===== src/rtl/lpr_pkg.sv =====
// Shared constants, codes and types for the looping pitch resampler.
`timescale 1ns / 1ps

package lpr_pkg;

  localparam int DEF_LOOP_DEPTH = 4096;
  localparam int DEF_FRAC_BITS  = 8;

  localparam int ADDR_W   = 12;
  localparam int SAMPLE_W = 16;
  localparam int PITCH_W  = 12;
  localparam int CFG_W    = 13;

  localparam int MIN_LOOP_LOG2 = 4;
  localparam int MIN_LOOP      = 1 << MIN_LOOP_LOG2;
  localparam int LOOP_LEN_RST  = 4096;

  localparam int OUT_MAX = 32767;
  localparam int OUT_MIN = -32767;

  localparam logic FUNC_WRITE = 1'b0;
  localparam logic FUNC_GEN   = 1'b1;

  typedef struct packed {
    logic cfg_we;
    logic step;
  } pos_ctl_t;

endpackage


===== src/rtl/lpr_pos.sv =====
// Read position accumulator with loop wrap, loop length register and post-config reduction.
`timescale 1ns / 1ps

module lpr_pos #(
  parameter int LOOP_DEPTH = lpr_pkg::DEF_LOOP_DEPTH,
  parameter int FRAC_BITS  = lpr_pkg::DEF_FRAC_BITS,
  localparam int IDX_W = $clog2(LOOP_DEPTH)
) (
  input  logic                        clk,
  input  logic                        rst_n,
  input  lpr_pkg::pos_ctl_t           ctl_i,
  input  logic [lpr_pkg::CFG_W-1:0]   cfg_len_i,
  input  logic [lpr_pkg::PITCH_W-1:0] pitch_i,
  output logic                        busy_o,
  output logic [IDX_W-1:0]            i1_o,
  output logic [IDX_W-1:0]            i2_o,
  output logic [FRAC_BITS-1:0]        frac_o
);

  localparam int LEN_W = $clog2(LOOP_DEPTH + 1);
  localparam int POS_W = IDX_W + FRAC_BITS;
  localparam int CL_W  = (LEN_W > lpr_pkg::CFG_W) ? LEN_W : lpr_pkg::CFG_W;
  localparam int RED_STEPS = (IDX_W > lpr_pkg::MIN_LOOP_LOG2 + 1) ?
                             IDX_W - lpr_pkg::MIN_LOOP_LOG2 : 1;
  localparam int RC_W = $clog2(RED_STEPS + 1);
  localparam int RW   = LEN_W + RED_STEPS;
  localparam int WRAP_STEPS = (lpr_pkg::PITCH_W > lpr_pkg::MIN_LOOP_LOG2 + FRAC_BITS) ?
                              lpr_pkg::PITCH_W - lpr_pkg::MIN_LOOP_LOG2 - FRAC_BITS + 1 : 1;
  localparam int SUM_W = ((POS_W > lpr_pkg::PITCH_W) ? POS_W : lpr_pkg::PITCH_W) + 1;
  localparam int LIM_W = LEN_W + FRAC_BITS + WRAP_STEPS;
  localparam int WW    = (SUM_W > LIM_W) ? SUM_W : LIM_W;
  localparam logic [LEN_W-1:0] LEN_RST =
    LEN_W'((lpr_pkg::LOOP_LEN_RST < LOOP_DEPTH) ? lpr_pkg::LOOP_LEN_RST : LOOP_DEPTH);

  logic [LEN_W-1:0] len_r, len_nxt, len_cfg;
  logic [POS_W-1:0] pos_r, pos_nxt, pos_step;
  logic [RC_W-1:0]  red_cnt_r, red_cnt_nxt, red_k;
  logic [CL_W-1:0]  cfg_ext;
  logic [RW-1:0]    red_ext, red_cmp;
  logic [IDX_W-1:0] red_int;
  logic [SUM_W-1:0] sum;
  logic [WW-1:0]    wrap;
  logic [LEN_W-1:0] i1_inc;

  assign busy_o = (red_cnt_r != '0);

  // effective loop length saturates into [MIN_LOOP, LOOP_DEPTH]
  always_comb begin
    cfg_ext = CL_W'(cfg_len_i);
    if (cfg_ext < CL_W'(lpr_pkg::MIN_LOOP)) begin
      len_cfg = LEN_W'(lpr_pkg::MIN_LOOP);
    end else if (cfg_ext > CL_W'(LOOP_DEPTH)) begin
      len_cfg = LEN_W'(LOOP_DEPTH);
    end else begin
      len_cfg = cfg_ext[LEN_W-1:0];
    end
  end

  // one restoring step per cycle: integer position mod new length
  always_comb begin
    red_k   = RC_W'(red_cnt_r - 1'b1);
    red_ext = RW'(pos_r[POS_W-1:FRAC_BITS]);
    red_cmp = RW'(len_r) << red_k;
    if (red_ext >= red_cmp) begin
      red_int = IDX_W'(red_ext - red_cmp);
    end else begin
      red_int = pos_r[POS_W-1:FRAC_BITS];
    end
  end

  // accumulate and wrap; position is already below the loop end
  always_comb begin
    sum  = SUM_W'(pos_r) + SUM_W'(pitch_i);
    wrap = WW'(sum);
    for (int k = WRAP_STEPS - 1; k >= 0; k--) begin
      if (wrap >= (WW'(len_r) << (FRAC_BITS + k))) begin
        wrap = wrap - (WW'(len_r) << (FRAC_BITS + k));
      end
    end
    pos_step = wrap[POS_W-1:0];
  end

  always_comb begin
    i1_o   = pos_step[POS_W-1:FRAC_BITS];
    frac_o = pos_step[FRAC_BITS-1:0];
    i1_inc = LEN_W'(i1_o) + 1'b1;
    if (i1_inc >= len_r) begin
      i2_o = '0;
    end else begin
      i2_o = i1_inc[IDX_W-1:0];
    end
  end

  always_comb begin
    len_nxt     = ctl_i.cfg_we ? len_cfg : len_r;
    red_cnt_nxt = red_cnt_r;
    pos_nxt     = pos_r;
    if (ctl_i.cfg_we) begin
      red_cnt_nxt = RC_W'(RED_STEPS);
    end else if (busy_o) begin
      red_cnt_nxt = red_k;
    end
    if (busy_o) begin
      pos_nxt = {red_int, pos_r[FRAC_BITS-1:0]};
    end else if (ctl_i.step) begin
      pos_nxt = pos_step;
    end
  end

  always_ff @(posedge clk) begin
    if (!rst_n) begin
      len_r     <= LEN_RST;
      pos_r     <= '0;
      red_cnt_r <= '0;
    end else begin
      len_r     <= len_nxt;
      pos_r     <= pos_nxt;
      red_cnt_r <= red_cnt_nxt;
    end
  end

  ap_pos_in_loop: assert property (@(posedge clk) disable iff (!rst_n)
    !busy_o |-> (LEN_W'(pos_r[POS_W-1:FRAC_BITS]) < len_r))
    else $error("read position beyond loop end");

  ap_no_step_busy: assert property (@(posedge clk) disable iff (!rst_n)
    busy_o |-> !ctl_i.step)
    else $error("position step during reduction");

endmodule


===== config.mk =====
export PLATFORM = sky130hd
export DESIGN_NAME = lpr_pos
export DESIGN_NICKNAME = d
export VERILOG_FILES = /design/src/rtl/lpr_pkg.sv /design/src/rtl/lpr_pos.sv
export SDC_FILE = /design/constraint.sdc
export NUM_CORES = 1
export LEC_CHECK = 0
export BUFFER_PORTS_ARGS = -buffer_cell sky130_fd_sc_hd__buf_2
export CAP_MARGIN = 20
export CORE_UTILIZATION = 60
export CTS_CLUSTER_DIAMETER = 30
export DETAILED_ROUTE_END_ITERATION = 8
export PLACE_DENSITY_LB_ADDON = 0.15
export SETUP_SLACK_MARGIN = 0.15
export SYNTH_ARGS = -nofsm -noshare
export SYNTH_HDL_FRONTEND = slang
export SYNTH_SLANG_ARGS = --single-unit

===== constraint.sdc =====
create_clock -name clk -period 12.3 [get_ports clk]
set_clock_uncertainty 0.1 [all_clocks]
set_input_delay 2.46 -clock clk [delete_from_list [all_inputs] [get_ports clk]]
set_output_delay 2.46 -clock clk [all_outputs]
set_load 0.01 [all_outputs]

# Word-level counts from Yosys, hierarchy flattened
# Index checks and enable logic that the tools add are counted.
dict set report op_classes {
  order_cmp 5
  shifts 1
  n_eq_ne 1
  n_reduce_logical 6
  bitwise 2
  n_addsub 5
  n_mux 9
}
# op n
set ops {}
lappend ops {{20-bit two-way mux} 3}
lappend ops {{13-bit two-way mux} 2}
lappend ops {{12-bit two-way mux} 2}
lappend ops {{20-bit by 12-bit adder with 21-bit output} 1}
lappend ops {{12-bit by 21-bit >= comparator with 1-bit output} 1}
lappend ops {{21-bit >= comparator} 1}
lappend ops {{13-bit by 4-bit << shifter with 21-bit output} 1}
lappend ops {{20-bit subtractor} 1}
lappend ops {{12-bit by 1-bit adder with 13-bit output, second input constant} 1}
lappend ops {{13-bit >= comparator} 1}
lappend ops {{13-bit greater-than comparator, second input constant} 1}
lappend ops {{13-bit by 5-bit < comparator with 1-bit output, second input constant} 1}
lappend ops {{12-bit subtractor} 1}
lappend ops {{4-bit two-way mux} 2}
lappend ops {{2-bit AND reduction} 2}
lappend ops {{2-bit nonzero test} 2}
lappend ops {{4-bit nonzero test} 1}
lappend ops {{4-bit by 1-bit subtractor with 4-bit output, second input constant} 1}
lappend ops {{2-bit by 1-bit inequality test with 1-bit output, second input constant} 1}
lappend ops {{1-bit inverter} 2}
lappend ops {{2-bit OR reduction} 1}
dict set report word_totals {
  out_inout_bits 33
  register_bits 37
  wordCells 34
  in_bits 29
}

# Logic depth before layout (Yosys ltp)
dict set report logic_depth {
  depth_word 6
  ltp_mapped 29
  depth_no_buf 26
}

# Worst setup path before layout
# No wires, ideal clock.
dict set report synth_timing {
  kind {input port to output port}
  startpoint {in pitch_i[0] (netlist name)}
  endpoint {out i2_o[9]}
  arrival_ns 9.137
  required_ns 9.740
  path_slack_ns 0.603
  path_buffers 2
  cell_stages 27
  cell_sequence {ha_1 -> fa_1 -> a21o_2 -> nand4_1 -> nand4_2 -> and3_1 -> or3_2 -> ha_1 -> nand2_1 -> nor2_1 -> nand3_1 -> or4_4 -> nor4_4 -> nor2_2 -> buf_6 -> o21ai_0 -> ha_1 -> and4_1 -> nand4_1 -> a222oi_1 -> xnor2_1 -> ha_1 -> a2111oi_0 -> a21oi_1 -> or2_2 -> clkbuf_1 -> nor3_1}
}
dict set report synth_between {
  elab_chain_cells 6
  word_cells_on_any_way 7
}
# item line_no
set synth_lines {}
lappend synth_lines {{start: declaration} lpr_pos.sv:13} ;# input logic [lpr_pkg::PITCH_W-1:0] pitch_i,
lappend synth_lines {{20-bit by 12-bit adder with 21-bit output *} lpr_pos.sv:73} ;# sum = SUM_W'(pos_r) + SUM_W'(pitch_i);
lappend synth_lines {{20-bit subtractor or 21-bit >= comparator (tied branches)} {lpr_pos.sv:77, lpr_pos.sv:76}}
lappend synth_lines {{20-bit two-way mux *} lpr_pos.sv:76} ;# if (wrap >= (WW'(len_r) << (FRAC_BITS + k))) begin
lappend synth_lines {{net i1_o[1]} lpr_pos.sv:15} ;# output logic [IDX_W-1:0] i1_o,
lappend synth_lines {{12-bit by 1-bit adder with 13-bit output *} lpr_pos.sv:86} ;# i1_inc = LEN_W'(i1_o) + 1'b1;
lappend synth_lines {{13-bit >= comparator} lpr_pos.sv:87} ;# if (i1_inc >= len_r) begin
lappend synth_lines {{12-bit two-way mux *} lpr_pos.sv:87}
lappend synth_lines {{end: declaration} lpr_pos.sv:16} ;# output logic [IDX_W-1:0] i2_o,
# The timed path passes the listed nets; every way through them passes the cells marked *.

# Worst setup path after layout
dict set report layout_timing {
  startpoint {in pitch_i[0] (netlist name)}
  endpoint {out i2_o[9]}
}
dict set report layout_between {
  elab_chain_cells 6
  word_cells_on_any_way 7
}
# item line_no
set layout_lines {}
lappend layout_lines {{20-bit by 12-bit adder with 21-bit output *} lpr_pos.sv:73}
lappend layout_lines {{20-bit subtractor or 21-bit >= comparator (tied branches)} {lpr_pos.sv:77, lpr_pos.sv:76}}
lappend layout_lines {{20-bit two-way mux *} lpr_pos.sv:76}
lappend layout_lines {{12-bit by 1-bit adder with 13-bit output *} lpr_pos.sv:86}
lappend layout_lines {{13-bit >= comparator} lpr_pos.sv:87}
lappend layout_lines {{12-bit two-way mux *} lpr_pos.sv:87}
# Mark *: on every way between the ends. The rest lies on a longest branch, timed or not.

==> impl_metrics.toml <==
[clocking]
cts_made_buffers = 5
h-tree-depth = 2
cts_root_buf = "clkbuf_8"
cts_tree = "yes"
cts_hold_buf = 0
clk_pin_slew_ns = 0.08
insertion_delay_ns = 0.30
cts.path.max_buffers = 2
cts.sinks = 37

[die]
chipWidth_um = 93.2
core_area_um2 = 7890
placementRows = 32
die_h_um = 93.2
pin_count = 62
initial_core_util_pct = 63.2
dieArea_um2 = 8680

[detailed_routing]
remaining_drc_errors = 0
routed_wl_um = 15400
routedWlPerCell_um = 18.8
dr.pass1.iters = 5
vias_per_cell = 6.56
drtIter0Drc = 332
vias = 5377
ant_nets = 0

[logic_synthesis]
ys_seq_elements = 37
ys_seq_area_share_pct = 14.9
syn_nets = 748
synth_edf_count = 0
syn_avg_cell_area_um2 = 7.51
synthesis.area_um2 = 4990
yosysUniqueCellTypes = 82
synth_flop_cell = "dfxtp_1"
yosys_warnings = 0
synthArstFlopShare_pct = 0
synthCells = 664

[global_route]
antenna_found_initial = 0
grt_pass1_wl_um = 24600
grt_overflow = 0
grt_usage_pct = 35.9
grt_pass1_vias = 5003
grt_max_degree = 26

[critical_path]
cp_max_fo = 9
path_class = "input pin to primary output"
arrival_ns = 9.23
end_kind = "primary output"
worst_path_max_delay_cell = "nor3b_1"
cp.required_ns = 9.74
cp_slowest_stage_delay_ns = 0.57
crit_top_cell = "ha_1"
startpoint_type = "input pin"

[cells_and_area]
fill_cells = 668
drive_above_1_share_pct = 17.4
fin_cells = 820
area_growth_pct = 11.6
antenna_cells = 0
nets = 801

[run_status]
status = "finished clean"

[job]
cap_violations = 0

[placement]
dp_cells = 811
place_hpwl_um = 12200
portBuffers = 61
place.gp.congestion = 1.03

[power_and_ir_drop]
sw_frac_of_total_pct = 53.7
ir_drop_uv = 235
power_leakage_uw = 0.00239
power.internal_uw = 815
combPwrFrac_pct = 82.1
switchingPower_uw = 944
seq_power_share_pct = 10.4
p_per_area_nw_per_um2 = 316
pwr-share-clk_pct = 7.5

[timing]
worst_pin_slew_ns = 1.01
fmax_mhz = 84.8
rsz0062_at_grt = "no"
hold_viol = 0
post-route-period-util_pct = 95.9
setup_viol = 0
setup_tns_ns = 0
relSlewSlack_pct = 32.2
period_minus_slack_ns = 11.79
drv_slew = 0
holdWs_ns = 0.375

[worst_hold_path]
holdCritPathClass = "flop to flop"
==> metal layers <==
metal  up-vias  wire length (um)  GRT usage (%)
li1       2566                 -              -
met1      2481              6550           46.5
met2       280              6950           58.9
met3        50              1270           5.85
met4         0               622           15.3
met5         -                 0              0
==> power by group through the flow <==
stage          Combinational (uW)  Clock, uW  Sequential (uW)
2_1_floorplan                 992          0              164
3_3_place_gp                 1360          0              180
3_5_place_dp                 1380          0              182
4_1_cts                      1390        133              180
5_1_grt                      1570        139              186
6_report                     1440        132              182
==> state kept, by name, indices dropped and copies added, names as in the netlist <==
register	cells
len_r	13
red_cnt_r	4
pos_r	20
==> Yosys cell counts, types with 15 or more instances <==
master | count | area, um2
a21oi_1 | 48 | 240
nor2b_1 | 16 | 100
dfxtp_1 | 37 | 741
inv_1 | 41 | 154
ha_1 | 52 | 651
clkbuf_1 | 18 | 67.6
nor3_1 | 17 | 85.1
o21ai_0 | 38 | 190
nand2_1 | 65 | 244
mux2i_1 | 15 | 150
nand2b_1 | 16 | 100
xnor2_1 | 23 | 201
nor2_1 | 43 | 161
nand3_1 | 25 | 125
==> path summary, 6_finish.rpt <==
check | from | end | slack, ns | cells after the start
worst max-delay path | pitch_i[0] | i2_o[9] | 0.51 | 27
worst min-delay path | pos_r[0] | pos_r[0] | 0.37 | 2
worst max register to register | red_cnt_r[0] | pos_r[10] | 6.85 | 16
worst min register to register | pos_r[0] | pos_r[0] | 0.37 | 2
==> critical path: cells and delay by family <==
family,cells,cell delay (ns)
XOR/XNOR,1,0.19
buffers and inverters,2,0.26
adder cells (fa/ha/maj),5,1.56
multiplexers,1,0.30
AND/OR/NAND/NOR,9,2.30
AO/OA/AOI/OAI,9,2.16
==> placed cells by master (no fill, tap or decap), drive strengths merged, types with 7 or more instances in the layout <==
master / instances
nand2: 65
nand3: 25
nor3b: 11
mux2i: 16
xor2: 12
a21o: 8
o21ai: 39
a21boi: 7
nor2: 44
o221a: 10
inv: 42
o211ai: 11
nor3: 17
nand4: 12
buf: 71
dfxtp: 37
xnor2: 24
a31oi: 10
and3: 8
a211oi: 7
o21a: 10
a21oi: 51
nand2b: 16
nor2b: 16
ha: 52
==> layout make-up <==
class | count | area, um2 | share of cell area [%]
repair buffers | 71 | 380 | 6.83
flip-flops and latches | 37 | 741 | 13.3
well taps | 102 | 128 | 2.29
inverters | 41 | 154 | 2.76
clock buffers | 5 | 68.8 | 1.24
clock inverters | 3 | 68.8 | 1.24
multi-input cells | 561 | 4030 | 72.3
==> timing repair <==
| item | 4_1_cts | 5_1_grt |
|---|---|---|
| pin swaps | 1 | 2 |
| hold endpoints to repair | 0 | 0 |
| resized for setup | 0 | 8 |
| setup buffers | 1 | 0 |
| setup endpoints to repair | 3 | 12 |
==> metrics by stage <==
step	power (uW)	setup slack [ns]	area [um2]	utilization, %
2_1_floorplan	1160	0.603	4990	-
3_3_place_gp	1540	0.547	5390	68.3
3_5_place_dp	1560	0.0924	5390	68.3
4_1_cts	1700	0.175	5530	70.1
5_1_grt	1890	0.152	5570	70.6
6_report	1760	0.510	5570	70.6
==> cell families (layout without fill, tap and decap cells) <==
| logic type | count (synthesis) | count (layout) | synth area share (%) |
|---|---|---|---|
| AO/OA/AOI/OAI | 200 | 200 | 27.9 |
| XOR/XNOR | 36 | 36 | 6.47 |
| adder cells (fa/ha/maj) | 55 | 55 | 14.2 |
| buffers and inverters | 66 | 120 | 5.24 |
| flip-flops | 37 | 37 | 14.9 |
| multiplexers | 21 | 21 | 5.04 |
| AND/OR/NAND/NOR | 249 | 249 | 26.2 |
Note: power is estimated with default switching activity, not from simulation.
