--- src/rtl/lpr_pkg.sv ---
// Shared constants, codes and types for the looping pitch resampler.
`timescale 1ns / 1ps

package lpr_pkg;

  localparam int DEF_LOOP_DEPTH = 4096;
  localparam int DEF_FRAC_BITS  = 8;

  localparam int ADDR_W   = 12;
  localparam int SAMPLE_W = 16;
  localparam int PITCH_W  = 12;
  localparam int CFG_W    = 13;

  localparam int MIN_LOOP_LOG2 = 4;
  localparam int MIN_LOOP      = 1 << MIN_LOOP_LOG2;
  localparam int LOOP_LEN_RST  = 4096;

  localparam int OUT_MAX = 32767;
  localparam int OUT_MIN = -32767;

  localparam logic FUNC_WRITE = 1'b0;
  localparam logic FUNC_GEN   = 1'b1;

  typedef struct packed {
    logic cfg_we;
    logic step;
  } pos_ctl_t;

endpackage

--- src/rtl/lpr_interp.sv ---
// Interpolation multiply stage and clamped output register.
`timescale 1ns / 1ps

module lpr_interp #(
  parameter int FRAC_BITS = lpr_pkg::DEF_FRAC_BITS
) (
  input  logic                                clk,
  input  logic                                en_mul_i,
  input  logic                                en_out_i,
  input  logic signed [lpr_pkg::SAMPLE_W-1:0] rd1_i,
  input  logic signed [lpr_pkg::SAMPLE_W-1:0] rd2_i,
  input  logic        [FRAC_BITS-1:0]         frac_i,
  output logic signed [lpr_pkg::SAMPLE_W-1:0] sample_o
);

  localparam int DW = lpr_pkg::SAMPLE_W + 1;
  localparam int PW = DW + FRAC_BITS + 1;
  localparam int YW = lpr_pkg::SAMPLE_W + 3;
  localparam logic signed [YW-1:0] Y_MAX = YW'(lpr_pkg::OUT_MAX);
  localparam logic signed [YW-1:0] Y_MIN = YW'(lpr_pkg::OUT_MIN);

  logic signed [DW-1:0]               diff;
  logic signed [PW-1:0]               prod_nxt, prod_r, shr;
  logic signed [lpr_pkg::SAMPLE_W-1:0] base_r, sample_r, sample_nxt;
  logic signed [YW-1:0]               y;

  always_comb begin
    diff     = DW'(rd2_i) - DW'(rd1_i);
    prod_nxt = PW'(diff) * PW'($signed({1'b0, frac_i}));
  end

  // arithmetic shift gives floor of the scaled offset
  always_comb begin
    shr = prod_r >>> FRAC_BITS;
    y   = YW'(base_r) + YW'(shr);
    if (y > Y_MAX) begin
      sample_nxt = Y_MAX[lpr_pkg::SAMPLE_W-1:0];
    end else if (y < Y_MIN) begin
      sample_nxt = Y_MIN[lpr_pkg::SAMPLE_W-1:0];
    end else begin
      sample_nxt = y[lpr_pkg::SAMPLE_W-1:0];
    end
  end

  always_ff @(posedge clk) begin
    if (en_mul_i) begin
      prod_r <= prod_nxt;
      base_r <= rd1_i;
    end
    if (en_out_i) begin
      sample_r <= sample_nxt;
    end
  end

  assign sample_o = sample_r;

endmodule

--- config.mk ---
export PLATFORM = sky130hd
export DESIGN_NAME = lpr_interp
export DESIGN_NICKNAME = d
export VERILOG_FILES = /design/src/rtl/lpr_pkg.sv /design/src/rtl/lpr_interp.sv
export SDC_FILE = /design/constraint.sdc
export NUM_CORES = 1
export LEC_CHECK = 0
export BUFFER_PORTS_ARGS = -buffer_cell sky130_fd_sc_hd__buf_2
export CAP_MARGIN = 30
export CORE_MARGIN = 8
export CORE_UTILIZATION = 30
export DETAILED_ROUTE_END_ITERATION = 8
export GPL_TIMING_DRIVEN = 0
export SETUP_SLACK_MARGIN = 0.2
export SYNTH_ARGS = -nofsm -noshare
export SYNTH_HDL_FRONTEND = slang
export SYNTH_SLANG_ARGS = --single-unit
--- constraint.sdc ---
create_clock -name clk -period 9.7 [get_ports clk]
set_input_delay 0.97 -clock clk [delete_from_list [all_inputs] [get_ports clk]]
set_output_delay 0.97 -clock clk [all_outputs]
set_load 0.005 [all_outputs]
### After elaboration in Yosys (flattened, before gate mapping)

Index checks and enable logic that the tools add are counted.

| cells by class | value |
|---|---|
| add/sub/neg operators | 2 |
| multipliers | 1 |
| order comparisons | 2 |
| multiplexer cells | 1 |
| reductions and logical operators | 1 |

Operators with widths:

| operator | number |
|---|---|
| 17-bit by 9-bit multiplier with 26-bit output | 1 |
| 16-bit by 18-bit adder with 19-bit output | 1 |
| 19-bit by 16-bit greater-than comparator with 1-bit output (second input constant) | 1 |
| 19-bit by 16-bit less-than comparator with 1-bit output (second input constant) | 1 |
| 16-bit by 16-bit subtractor with 17-bit output | 1 |
| 16-bit two-way mux | 1 |
| 2-bit OR reduction | 1 |

| storage, ports and cells | value |
|---|---|
| flip-flop bits (word level) | 58 |
| input bits | 43 |
| output and inout bits | 16 |
| logic and storage cells | 11 |

### Logic depth before layout (Yosys ltp)

Gate-level depths: netlist of the first run.

| depth | value |
|---|---|
| depth in word-level cells | 3 |
| mapped depth | 27 |
| gate-level depth less buffers | 27 |

### Worst setup path after synthesis of the first run

OpenSTA, ideal clock, no wires.

| path | value |
|---|---|
| path type | input to register |
| start | in rd1_i[2] (netlist bit) |
| end | reg prod_r[25], data pin |
| setup time | 0.260 ns |
| arrival time | 6.769 ns |
| required time | 9.440 ns |
| setup slack | 2.671 ns |
| cell stages on the path | 25 |
| buffers on the path | 0 |
| cells stage by stage | inv_1 ha_1 nor2b_1 o21ai_0 a21o_1 a21oi_1 o31ai_1 a211oi_1 o22ai_1 nand2_1 fa_1 inv_1 fa_1 inv_1 fa_1 fa_1 inv_1 ha_1 a21o_1 a21o_1 a22oi_1 nand3_1 a31o_2 a21oi_1 xnor2_1 |

| between the ends | value |
|---|---|
| word-level cells in the longest chain between the ends | 2 |

RTL lines:

| item | line | text |
|---|---|---|
| start: declaration | lpr_interp.sv:10 | `input logic signed [lpr_pkg::SAMPLE_W-1:0] rd1_i,` |
| 16-bit by 16-bit subtractor with 17-bit output | lpr_interp.sv:28 | `diff = DW'(rd2_i) - DW'(rd1_i);` |
| 17-bit by 9-bit multiplier with 26-bit output | lpr_interp.sv:29 | `prod_nxt = PW'(diff) * PW'($signed({1'b0, frac_i}));` |
| net prod_nxt[25] | lpr_interp.sv:23 | `logic signed [PW-1:0] prod_nxt, prod_r, shr;` |
| end signal: assignment | lpr_interp.sv:47 | `prod_r <= prod_nxt;` |
| end: declaration | lpr_interp.sv:23 |  |

The timed path passes the listed nets, and every way through them passes these cells.
A chain may end at the register's enable or synchronous reset.

### Worst setup path in the final report of the first run

Ends and elaborated chain as after synthesis.

==> metrics.txt, run 1 <==
# TYPE chip_impl_metric gauge
chip_impl_metric{name="slew_at_the_pin_closest_to_its_max_slew_limit",unit="ps"} 807
chip_impl_metric{name="gpl_congestion",unit=""} 0.809
chip_impl_metric{name="viasPerCell",unit=""} 4.60
chip_impl_metric{name="ctsLongestPathBuffers",unit=""} 2
chip_impl_info{name="tritoncts",value="yes"} 1
chip_impl_metric{name="drt_pass1_iterations",unit=""} 4
chip_impl_metric{name="drc",unit=""} 0
chip_impl_metric{name="cts_num_sinks",unit=""} 50
chip_impl_metric{name="number_of_port_buffers",unit=""} 58
chip_impl_metric{name="die_w",unit="um"} 178
chip_impl_metric{name="worst_case_headroom_to_the_max_slew_limit",unit="%"} 46.2
chip_impl_metric{name="ant_nets",unit=""} 0
chip_impl_metric{name="synth.cell_area",unit="mm2"} 0.00792
chip_impl_metric{name="cts_setup_buffers",unit=""} 0
chip_impl_metric{name="synth_async_sr_flop_share",unit="%"} 0
chip_impl_info{name="yosysTopAreaCell",value="sky130_fd_sc_hd__fa_1"} 1
chip_impl_metric{name="cts.reportedPaths.clkPinSlew",unit="ps"} 60
chip_impl_info{name="mostFrequentLayoutCells",value="sky130_fd_sc_hd__inv_1, sky130_fd_sc_hd__fa_1, sky130_fd_sc_hd__ha_1, sky130_fd_sc_hd__nand2_1, sky130_fd_sc_hd__and2_1"} 1
chip_impl_metric{name="vias_in_the_first_global_route",unit=""} 5891
chip_impl_metric{name="hold_buffers",unit=""} 0
chip_impl_metric{name="layout-area-overhead-vs-synth",unit="%"} 11.5
chip_impl_metric{name="syn_nets",unit=""} 1071
chip_impl_metric{name="dr_total_vias",unit=""} 5703
chip_impl_metric{name="synth_seq_area_share",unit="%"} 19.0
chip_impl_metric{name="initial_util",unit="%"} 30.5
chip_impl_metric{name="drc_violation_total_after_the_first_tritonroute_iteration",unit=""} 168
chip_impl_metric{name="cts-buffers-inserted",unit=""} 5
chip_impl_metric{name="worstPathMaxFanout",unit=""} 10
chip_impl_metric{name="layout-drive-gt1-share",unit="%"} 9.30
chip_impl_metric{name="height_of_the_chip",unit="um"} 178
chip_impl_metric{name="postCtsResizedCells",unit=""} 0
chip_impl_info{name="outcome",value="finished, final reports clean"} 1
chip_impl_metric{name="max-cap-violations",unit=""} 0
chip_impl_metric{name="synth-seq-cells",unit=""} 50
chip_impl_metric{name="synthCells",unit=""} 837
chip_impl_metric{name="ys_warn_count",unit=""} 0
chip_impl_metric{name="fp.coreArea",unit="mm2"} 0.0260
chip_impl_info{name="clockRootBuffer",value="sky130_fd_sc_hd__clkbuf_16"} 1
chip_impl_metric{name="worstPathRequired",unit="ps"} 9730
chip_impl_metric{name="placement.cell_area",unit="mm2"} 0.00863
chip_impl_info{name="netlist_top_cells_area",value="sky130_fd_sc_hd__fa_1, sky130_fd_sc_hd__edfxtp_1, sky130_fd_sc_hd__ha_1, sky130_fd_sc_hd__inv_1, sky130_fd_sc_hd__and2_1"} 1
chip_impl_info{name="worst-setup-path-type",value="primary input to register"} 1
chip_impl_metric{name="final_cell_area",unit="mm2"} 0.00883
chip_impl_metric{name="setup-tns-final",unit="ps"} 0
chip_impl_metric{name="final.min_clock_period",unit="ps"} 7960
chip_impl_metric{name="timing.critical_path.arrival",unit="ps"} 7980
chip_impl_metric{name="global_route_wire_length_before_repair",unit="um"} 28500
chip_impl_metric{name="synth_edf_count",unit=""} 50
chip_impl_metric{name="setup-violations-final",unit=""} 0
chip_impl_metric{name="finalWirelength",unit="um"} 17000
chip_impl_metric{name="die_footprint",unit="mm2"} 0.0319
chip_impl_metric{name="grt_antenna_before_repair",unit=""} 3
chip_impl_metric{name="ys_types",unit=""} 58
chip_impl_metric{name="maximum_number_of_pins_on_one_net_before_global_route_repair",unit=""} 35
chip_impl_metric{name="report.final.slew_viol_count",unit=""} 0
chip_impl_metric{name="report.final.hold_viol_count",unit=""} 0
chip_impl_metric{name="insertion_delay_of_the_later_clocked_pin_in_the_worst_skew_pair",unit="ps"} 290
chip_impl_info{name="worstHoldPathType",value="register to register"} 1
chip_impl_metric{name="fp-row-count",unit=""} 59
chip_impl_info{name="layout_commonest_cell",value="sky130_fd_sc_hd__inv_1"} 1
chip_impl_metric{name="clock-skew-final",unit="ps"} 2.55
chip_impl_metric{name="grt_overflow_total",unit=""} 0
chip_impl_info{name="ys_dominant_reg_cell",value="sky130_fd_sc_hd__edfxtp_1"} 1
chip_impl_metric{name="io-pin-count",unit=""} 59
chip_impl_metric{name="routed_wire_length_per_instance",unit="um"} 13.7
chip_impl_metric{name="h-tree-depth",unit=""} 2
chip_impl_metric{name="fmaxAchievable",unit="MHz"} 126
chip_impl_metric{name="layout.nets",unit=""} 1136
chip_impl_info{name="critical_path.startpoint_type",value="primary input"} 1
chip_impl_info{name="rsz0062_at_grt",value="false"} 1
chip_impl_metric{name="worst-r2r-setup-slack",unit="ps"} 6270
chip_impl_metric{name="synthDominantCellAreaShare",unit="%"} 27.6
chip_impl_metric{name="detailed_place_hpwl",unit="um"} 15100
chip_impl_metric{name="avgSynthCellArea",unit="um2"} 9.46
chip_impl_info{name="critPathCaptureType",value="register"} 1
chip_impl_metric{name="fin_crit_sh",unit="%"} 82.0
chip_impl_metric{name="gr-usage-all-layers",unit="%"} 11.1
-- stage by stage --
step	std cells	util (%)	setup WS (ps)	hold slack (ps)
global route	1239	34.0	1280	815
detailed placement	1230	33.2	1490	759
global placement	1230	33.2	1530	780
finish	1241	34.0	1740	769
CTS	1238	34.0	1780	784
floorplan	837	-	2670	643
-- layer usage --
layer | vias to the layer above | routed length (um) | track usage (%)
met2 | 84 | 8150 | 19.4
met1 | 2762 | 7870 | 14.1
met4 | 2 | 331 | 3.17
li1 | 2833 | - | -
met5 | - | 8 | 0
met3 | 22 | 671 | 1.29
-- flip-flops by register name (all words and copies together), names as in the netlist --
| signal | cells |
|---|---|
| base_r | 16 |
| sample_o | 16 |
| prod_r | 18 |
-- synth_stat cells (all sizes together) (4+ instances only) --
cell    instances
inv           178
fa            109
ha             82
nand2          75
and2           62
edfxtp         50
xnor2          36
a21oi          33
o21ai          30
nor2           25
nor2b          17
nor3           13
xor2           11
clkbuf         10
a21o            9
nand3           9
nand2b          8
a211oi          6
a31oi           6
o21a            6
o311a           6
a21bo           5
nand4           5
a211o           4
o31ai           4
-- worst paths after layout --
kind                            cells past startpoint     endpoint  startpoint
worst max register to register                     10  sample_o[7]   prod_r[8]
worst min-delay path                                3  sample_o[0]   base_r[0]
worst min register to register                      3  sample_o[0]   base_r[0]
worst max-delay path                               26   prod_r[25]    rd1_i[2]
-- kinds of logic (layout without fill, tap and decap cells) --
| logic type | after synthesis | count (layout) | share of synthesized area (%) |
|---|---|---|---|
| adders and majority gates | 191 | 191 | 40.5 |
| buffers and inverters | 190 | 256 | 9.12 |
| and+or+nand+nor | 229 | 229 | 14.8 |
| DFF | 50 | 50 | 19.0 |
| AOI/OAI and AO/OA | 129 | 129 | 11.2 |
| xor gates and xnor gates | 47 | 47 | 5.20 |
| other | 0 | 3 | 0 |
| muxes | 1 | 1 | 0.126 |
-- worst max-delay path: stages --
cell and delay [ps]:
sky130_fd_sc_hd__buf_2 100, sky130_fd_sc_hd__inv_1 40, sky130_fd_sc_hd__ha_1 320, sky130_fd_sc_hd__nor2b_1 140, sky130_fd_sc_hd__o21ai_0 260, sky130_fd_sc_hd__a21o_1 200
sky130_fd_sc_hd__a21oi_1 100, sky130_fd_sc_hd__o31ai_1 490, sky130_fd_sc_hd__a211oi_1 200, sky130_fd_sc_hd__o22ai_1 670, sky130_fd_sc_hd__nand2_1 310, sky130_fd_sc_hd__fa_1 620
sky130_fd_sc_hd__inv_1 160, sky130_fd_sc_hd__fa_1 540, sky130_fd_sc_hd__inv_1 50, sky130_fd_sc_hd__fa_1 460, sky130_fd_sc_hd__fa_1 550, sky130_fd_sc_hd__inv_1 40
sky130_fd_sc_hd__ha_1 360, sky130_fd_sc_hd__a21o_1 220, sky130_fd_sc_hd__a21o_1 190, sky130_fd_sc_hd__a22oi_1 260, sky130_fd_sc_hd__nand3_1 160, sky130_fd_sc_hd__a31o_2 280
sky130_fd_sc_hd__a21oi_1 170, sky130_fd_sc_hd__xnor2_1 110
-- area by class of cell --
type | instances | area [um2]
diodes | 3 | 7.51
plain buffers | 12 | 53.8
clock buffers | 5 | 125
clock inverters | 3 | 68.8
fillers | 2652 | 17200
inverters | 178 | 668
multi-input cells | 597 | 5700
flip-flops and latches | 50 | 1500
well taps | 335 | 419
repair buffers | 58 | 290
Power of run 1 is not shown: default switching activity piles up to over one toggle a cycle in this logic, so the estimate is an artifact.
==> inputs of run 2 (changes only) <==
clock period = 6.9 ns   (was 9.7 ns; I/O delays follow)
==> metrics.txt, run 2 (same netlist as run 1, synthesis figures left out) <==
# TYPE chip_impl_metric gauge
chip_impl_metric{name="layout.nets",unit=""} 1154
chip_impl_metric{name="timing.critical_path.arrival",unit="ps"} 6530
chip_impl_metric{name="ant_nets",unit=""} 0
chip_impl_metric{name="cts_num_sinks",unit=""} 50
chip_impl_metric{name="final.min_clock_period",unit="ps"} 6500
chip_impl_metric{name="report.final.slew_viol_count",unit=""} 0
chip_impl_metric{name="grt_antenna_before_repair",unit=""} 5
chip_impl_metric{name="hold_buffers",unit=""} 0
chip_impl_info{name="layout_commonest_cell",value="sky130_fd_sc_hd__inv_1"} 1
chip_impl_metric{name="fin_crit_sh",unit="%"} 94.2
chip_impl_metric{name="worst_setup_timing_slack_at_the_placement_stage",unit="ps"} -747
chip_impl_metric{name="drc",unit=""} 0
chip_impl_metric{name="worst_case_headroom_to_the_max_slew_limit",unit="%"} 48.9
chip_impl_metric{name="slew_at_the_pin_closest_to_its_max_slew_limit",unit="ps"} 761
chip_impl_info{name="critical_path_slowest_stage_cell",value="sky130_fd_sc_hd__fa_1"} 1
chip_impl_metric{name="placement.cell_area",unit="mm2"} 0.00864
chip_impl_metric{name="instances_no_fill",unit=""} 1259
chip_impl_metric{name="initial_util",unit="%"} 30.5
chip_impl_metric{name="layout-drive-gt1-share",unit="%"} 15.0
chip_impl_metric{name="drc_violation_total_after_the_first_tritonroute_iteration",unit=""} 155
chip_impl_metric{name="drt_pass1_iterations",unit=""} 4
chip_impl_metric{name="gr-usage-all-layers",unit="%"} 11.5
chip_impl_metric{name="worst_path_largest_cell_delay",unit="ps"} 540
chip_impl_info{name="rsz0062_at_grt",value="true"} 1
chip_impl_metric{name="global_route_wire_length_before_repair",unit="um"} 29800
chip_impl_info{name="worstHoldPathType",value="primary input to register"} 1
chip_impl_metric{name="detailed_place_hpwl",unit="um"} 15200
chip_impl_metric{name="number_of_port_buffers",unit=""} 58
chip_impl_metric{name="die_footprint",unit="mm2"} 0.0319
chip_impl_info{name="critical_path.most_common_cell",value="sky130_fd_sc_hd__fa_1"} 1
chip_impl_metric{name="cts-buffers-inserted",unit=""} 5
chip_impl_metric{name="finalHoldWorstSlack",unit="ps"} 590
chip_impl_metric{name="viasPerCell",unit=""} 4.66
chip_impl_info{name="clockRootBuffer",value="sky130_fd_sc_hd__clkbuf_16"} 1
chip_impl_metric{name="dr_total_vias",unit=""} 5863
chip_impl_info{name="worst-setup-path-type",value="primary input to register"} 1
chip_impl_metric{name="clock-skew-final",unit="ps"} 3.50
chip_impl_metric{name="layout-area-overhead-vs-synth",unit="%"} 16.5
chip_impl_metric{name="grt_overflow_total",unit=""} 0
chip_impl_metric{name="die_w",unit="um"} 178
chip_impl_info{name="registers.top_by_ff_count",value="prod_r"} 1
chip_impl_info{name="tritoncts",value="yes"} 1
chip_impl_metric{name="insertion_delay_of_the_later_clocked_pin_in_the_worst_skew_pair",unit="ps"} 290
chip_impl_metric{name="maximum_number_of_pins_on_one_net_before_global_route_repair",unit=""} 35
chip_impl_metric{name="max-cap-violations",unit=""} 0
chip_impl_metric{name="gpl_congestion",unit=""} 0.838
chip_impl_metric{name="worst_slack",unit="ps"} 402
chip_impl_info{name="mostFrequentLayoutCells",value="sky130_fd_sc_hd__inv_1, sky130_fd_sc_hd__fa_1, sky130_fd_sc_hd__ha_1, sky130_fd_sc_hd__nand2_1, sky130_fd_sc_hd__and2_1"} 1
chip_impl_metric{name="ctsLongestPathBuffers",unit=""} 2
chip_impl_info{name="critPathCaptureType",value="register"} 1
chip_impl_metric{name="fp-row-count",unit=""} 59
chip_impl_metric{name="worstPathMaxFanout",unit=""} 8
chip_impl_metric{name="final_cell_area",unit="mm2"} 0.00923
chip_impl_metric{name="critPathBufInv",unit=""} 5
chip_impl_metric{name="io-pin-count",unit=""} 59
chip_impl_metric{name="worstPathRequired",unit="ps"} 6940
chip_impl_metric{name="cts.reportedPaths.clkPinSlew",unit="ps"} 60
chip_impl_metric{name="height_of_the_chip",unit="um"} 178
chip_impl_metric{name="finalWirelength",unit="um"} 18000
chip_impl_info{name="largest_delay_share_family_worst_path",value="adder cells"} 1
chip_impl_metric{name="fp.coreArea",unit="mm2"} 0.0260
chip_impl_metric{name="largest_register_ff_count",unit=""} 18
chip_impl_metric{name="fmaxAchievable",unit="MHz"} 154
chip_impl_info{name="critical_path.startpoint_type",value="primary input"} 1
chip_impl_metric{name="placed_cells_incl_taps",unit=""} 1230
chip_impl_metric{name="vias_in_the_first_global_route",unit=""} 6118
chip_impl_metric{name="routed_wire_length_per_instance",unit="um"} 14.3
chip_impl_info{name="outcome",value="finished, final reports clean"} 1
chip_impl_metric{name="setup-violations-final",unit=""} 0
chip_impl_metric{name="h-tree-depth",unit=""} 2
chip_impl_metric{name="report.final.hold_viol_count",unit=""} 0
## run 2: layout make-up
cell class	count	area (um2)
buffer	12	53.8
sequential	50	1500
antenna	3	7.51
tap	335	419
clock buffer	5	125
inverter	178	668
fill	2631	16800
multi-input combinational	597	5960
timing repair buffer	76	425
clock inverter	3	63.8
## run 2: metal layers
metal  share of wire, %  wire length, um  track usage (%)
met2                 49             8790             20.5
met3                5.1              923             1.82
met1                 44             7940             14.2
met5               0.14               25                0
met4                1.8              324             3.07
## run 2: path summary, 6_finish.rpt
| check | start | endpoint | slack, ps | cells past startpoint |
|---|---|---|---|---|
| setup / recovery | rd1_i[0] | prod_r[25] | 400 | 27 |
| hold / removal | rd1_i[13] | base_r[13] | 590 | 1 |
| setup reg to reg | prod_r[8] | sample_o[7] | 3480 | 10 |
| hold reg to reg | base_r[0] | sample_o[0] | 780 | 3 |
## run 2: timing repair
| action | 4_1_cts | 5_1_grt |
|---|---|---|
| pin swaps | 5 | 17 |
| endpoints found under the setup margin | 11 | 11 |
| gates resized for setup | 28 | 27 |
| setup buffers | 6 | 12 |
## run 2: through the flow
step                utilization (%)  TNS (ps)
floorplan                         -         0
global placement               33.2     -4270
detailed placement             33.2     -4460
CTS                            34.7         0
global route                   35.5         0
finish                         35.5         0
Power of run 2 is left out for the same reason.
==> inputs of run 3 (changes only) <==
CELL_PAD_IN_SITES_DETAIL_PLACEMENT = 1   (was not set)
CELL_PAD_IN_SITES_GLOBAL_PLACEMENT = 1   (was not set)
CORE_UTILIZATION = 44   (was 30)
PLACE_DENSITY_LB_ADDON = 0.1   (was not set)
==> metrics.txt, run 3 (same netlist as run 1, synthesis figures left out) <==
# TYPE chip_impl_metric gauge
chip_impl_info{name="outcome",value="finished, final reports clean"} 1
chip_impl_info{name="clockRootBuffer",value="sky130_fd_sc_hd__clkbuf_16"} 1
chip_impl_metric{name="worst_case_headroom_to_the_max_slew_limit",unit="%"} 42.1
chip_impl_metric{name="cts.reportedPaths.clkPinSlew",unit="ps"} 60
chip_impl_metric{name="detailed_place_hpwl",unit="um"} 17500
chip_impl_info{name="largest_delay_share_family_worst_path",value="adder cells"} 1
chip_impl_metric{name="number_of_port_buffers",unit=""} 58
chip_impl_metric{name="grt_overflow_total",unit=""} 0
chip_impl_metric{name="insertion_delay_of_the_later_clocked_pin_in_the_worst_skew_pair",unit="ps"} 290
chip_impl_info{name="critical_path_slowest_stage_cell",value="sky130_fd_sc_hd__fa_1"} 1
chip_impl_info{name="worstHoldStart",value="rd1_i[3]"} 1
chip_impl_metric{name="instances_no_fill",unit=""} 1169
chip_impl_metric{name="ctsLongestPathBuffers",unit=""} 2
chip_impl_metric{name="max-cap-violations",unit=""} 0
chip_impl_metric{name="drc",unit=""} 0
chip_impl_metric{name="hold_buffers",unit=""} 0
chip_impl_metric{name="finalWirelength",unit="um"} 21600
chip_impl_info{name="layout_commonest_cell",value="sky130_fd_sc_hd__inv_1"} 1
chip_impl_metric{name="worstPathMaxFanout",unit=""} 8
chip_impl_metric{name="gr-usage-all-layers",unit="%"} 19.3
chip_impl_info{name="registers.top_by_ff_count",value="prod_r"} 1
chip_impl_info{name="critical_path.startpoint_type",value="primary input"} 1
chip_impl_metric{name="worst_path_largest_cell_delay",unit="ps"} 520
chip_impl_metric{name="final.fill_count",unit=""} 2039
chip_impl_metric{name="timing.critical_path.arrival",unit="ps"} 6660
chip_impl_metric{name="die_w",unit="um"} 150
chip_impl_metric{name="ant_nets",unit=""} 0
chip_impl_metric{name="multi_input_gate_area_in_the_final_layout",unit="mm2"} 0.00611
chip_impl_metric{name="dr_total_vias",unit=""} 6183
chip_impl_metric{name="cts_num_sinks",unit=""} 50
chip_impl_metric{name="grt_antenna_before_repair",unit=""} 0
chip_impl_info{name="regToRegStartpoint",value="prod_r[8]"} 1
chip_impl_info{name="setup.worst_path.start",value="rd1_i[0]"} 1
chip_impl_metric{name="worstPathRequired",unit="ps"} 6920
chip_impl_metric{name="initial_util",unit="%"} 44.4
chip_impl_metric{name="critPathBufInv",unit=""} 7
chip_impl_info{name="critical_path.most_common_cell",value="sky130_fd_sc_hd__fa_1"} 1
chip_impl_metric{name="global_route_wire_length_before_repair",unit="um"} 34300
chip_impl_metric{name="ff_latch_area",unit="mm2"} 0.00150
chip_impl_metric{name="io-pin-count",unit=""} 59
chip_impl_info{name="worst-setup-path-type",value="primary input to register"} 1
chip_impl_metric{name="fp.coreArea",unit="mm2"} 0.0178
chip_impl_metric{name="fin_crit_sh",unit="%"} 96.1
chip_impl_metric{name="cts-buffers-inserted",unit=""} 5
chip_impl_metric{name="viasPerCell",unit=""} 5.29
chip_impl_metric{name="drc_violation_total_after_the_first_tritonroute_iteration",unit=""} 284
chip_impl_metric{name="placed_cells_incl_taps",unit=""} 1124
chip_impl_metric{name="slew_at_the_pin_closest_to_its_max_slew_limit",unit="ps"} 862
chip_impl_metric{name="report.final.hold_viol_count",unit=""} 0
chip_impl_info{name="worstHoldPathType",value="primary input to register"} 1
chip_impl_metric{name="final.min_clock_period",unit="ps"} 6630
chip_impl_metric{name="largest_register_ff_count",unit=""} 18
chip_impl_metric{name="clock-skew-final",unit="ps"} 2.49
chip_impl_info{name="critPathCaptureType",value="register"} 1
chip_impl_metric{name="fmaxAchievable",unit="MHz"} 151
chip_impl_metric{name="gpl_congestion",unit=""} 0.840
chip_impl_metric{name="report.final.slew_viol_count",unit=""} 0
chip_impl_info{name="mostFrequentLayoutCells",value="sky130_fd_sc_hd__inv_1, sky130_fd_sc_hd__fa_1, sky130_fd_sc_hd__ha_1, sky130_fd_sc_hd__nand2_1, sky130_fd_sc_hd__and2_1"} 1
chip_impl_metric{name="maximum_number_of_pins_on_one_net_before_global_route_repair",unit=""} 35
chip_impl_metric{name="h-tree-depth",unit=""} 2
chip_impl_metric{name="height_of_the_chip",unit="um"} 150
chip_impl_metric{name="layout-area-overhead-vs-synth",unit="%"} 17.9
chip_impl_metric{name="fp-row-count",unit=""} 49
chip_impl_metric{name="vias_in_the_first_global_route",unit=""} 6889
chip_impl_info{name="tritoncts",value="yes"} 1
chip_impl_metric{name="routed_wire_length_per_instance",unit="um"} 18.5
chip_impl_metric{name="layout-drive-gt1-share",unit="%"} 18.7
chip_impl_metric{name="die_footprint",unit="mm2"} 0.0225
chip_impl_metric{name="num_antenna_cells",unit=""} 0
chip_impl_metric{name="layout.nets",unit=""} 1174
chip_impl_info{name="rsz0062_at_grt",value="true"} 1
chip_impl_metric{name="setup-violations-final",unit=""} 0
chip_impl_metric{name="drt_pass1_iterations",unit=""} 4
[run 3: cell count changes in the layout (fill, tap and decap cells not counted), sizes merged]
cell,delta
diode,-3
clkbuf,+1
buf,+20
clkinvlp,+1
bufinv,-2
clkinv,-1
[run 3: routing by layer]
metal	share of wire (%)	global-route usage [%]	vias to the layer above
met5	0	0	-
met4	1.5	4.45	0
met3	2.7	1.38	22
met2	53	35.7	98
met1	43	23.9	3158
li1	-	-	2905
[run 3: stage by stage]
| step | area [um2] | hold WS [ps] | worst slack (ps) | setup TNS [ps] | util, % |
|---|---|---|---|---|---|
| after floorplan | 7930 | 643 | 283 | 0 | - |
| after global placement | 8500 | 736 | -723 | -4150 | 47.7 |
| after detailed placement | 8500 | 735 | -980 | -6230 | 47.7 |
| after CTS | 9030 | 588 | 207 | 0 | 50.6 |
| after global routing | 9340 | 592 | 25.6 | 0 | 52.3 |
| final | 9340 | 592 | 266 | 0 | 52.3 |
[run 3: final timing paths]
check,to,slack [ps],cells after the start
min reg2reg,sample_o[0],750,3
min,base_r[3],590,1
max,prod_r[25],270,29
max reg2reg,sample_o[3],3390,10
[run 3: area by class of cell]
cell class | count | area share (%)
plain buffers | 12 | 0.576
clock buffers | 6 | 1.38
clock inverters | 1 | 0.0804
inverters | 178 | 7.16
multi-input cells | 597 | 65.5
flip-flops and latches | 50 | 16.1
well taps | 229 | 3.07
repair buffers | 96 | 6.20
[run 3: worst register-to-register path, cell delays in order (launching register included)]
cell and delay, ps:
sky130_fd_sc_hd__edfxtp_1 370, sky130_fd_sc_hd__ha_1 240, sky130_fd_sc_hd__fa_1 430, sky130_fd_sc_hd__a211oi_2 300, sky130_fd_sc_hd__o21ai_1 150, sky130_fd_sc_hd__and2_4 200, sky130_fd_sc_hd__a211o_1 370, sky130_fd_sc_hd__a211o_1 320
sky130_fd_sc_hd__a21boi_1 220, sky130_fd_sc_hd__a31oi_2 450, sky130_fd_sc_hd__o21ai_0 190
[run 3: repair_timing]
action                     4_1_cts  5_1_grt
pin swaps                       19       33
setup endpoints to repair       13       11
buffers inserted                23       15
gates resized for setup         45       39
cloned                           0        0
Power of run 3 is left out for the same reason.
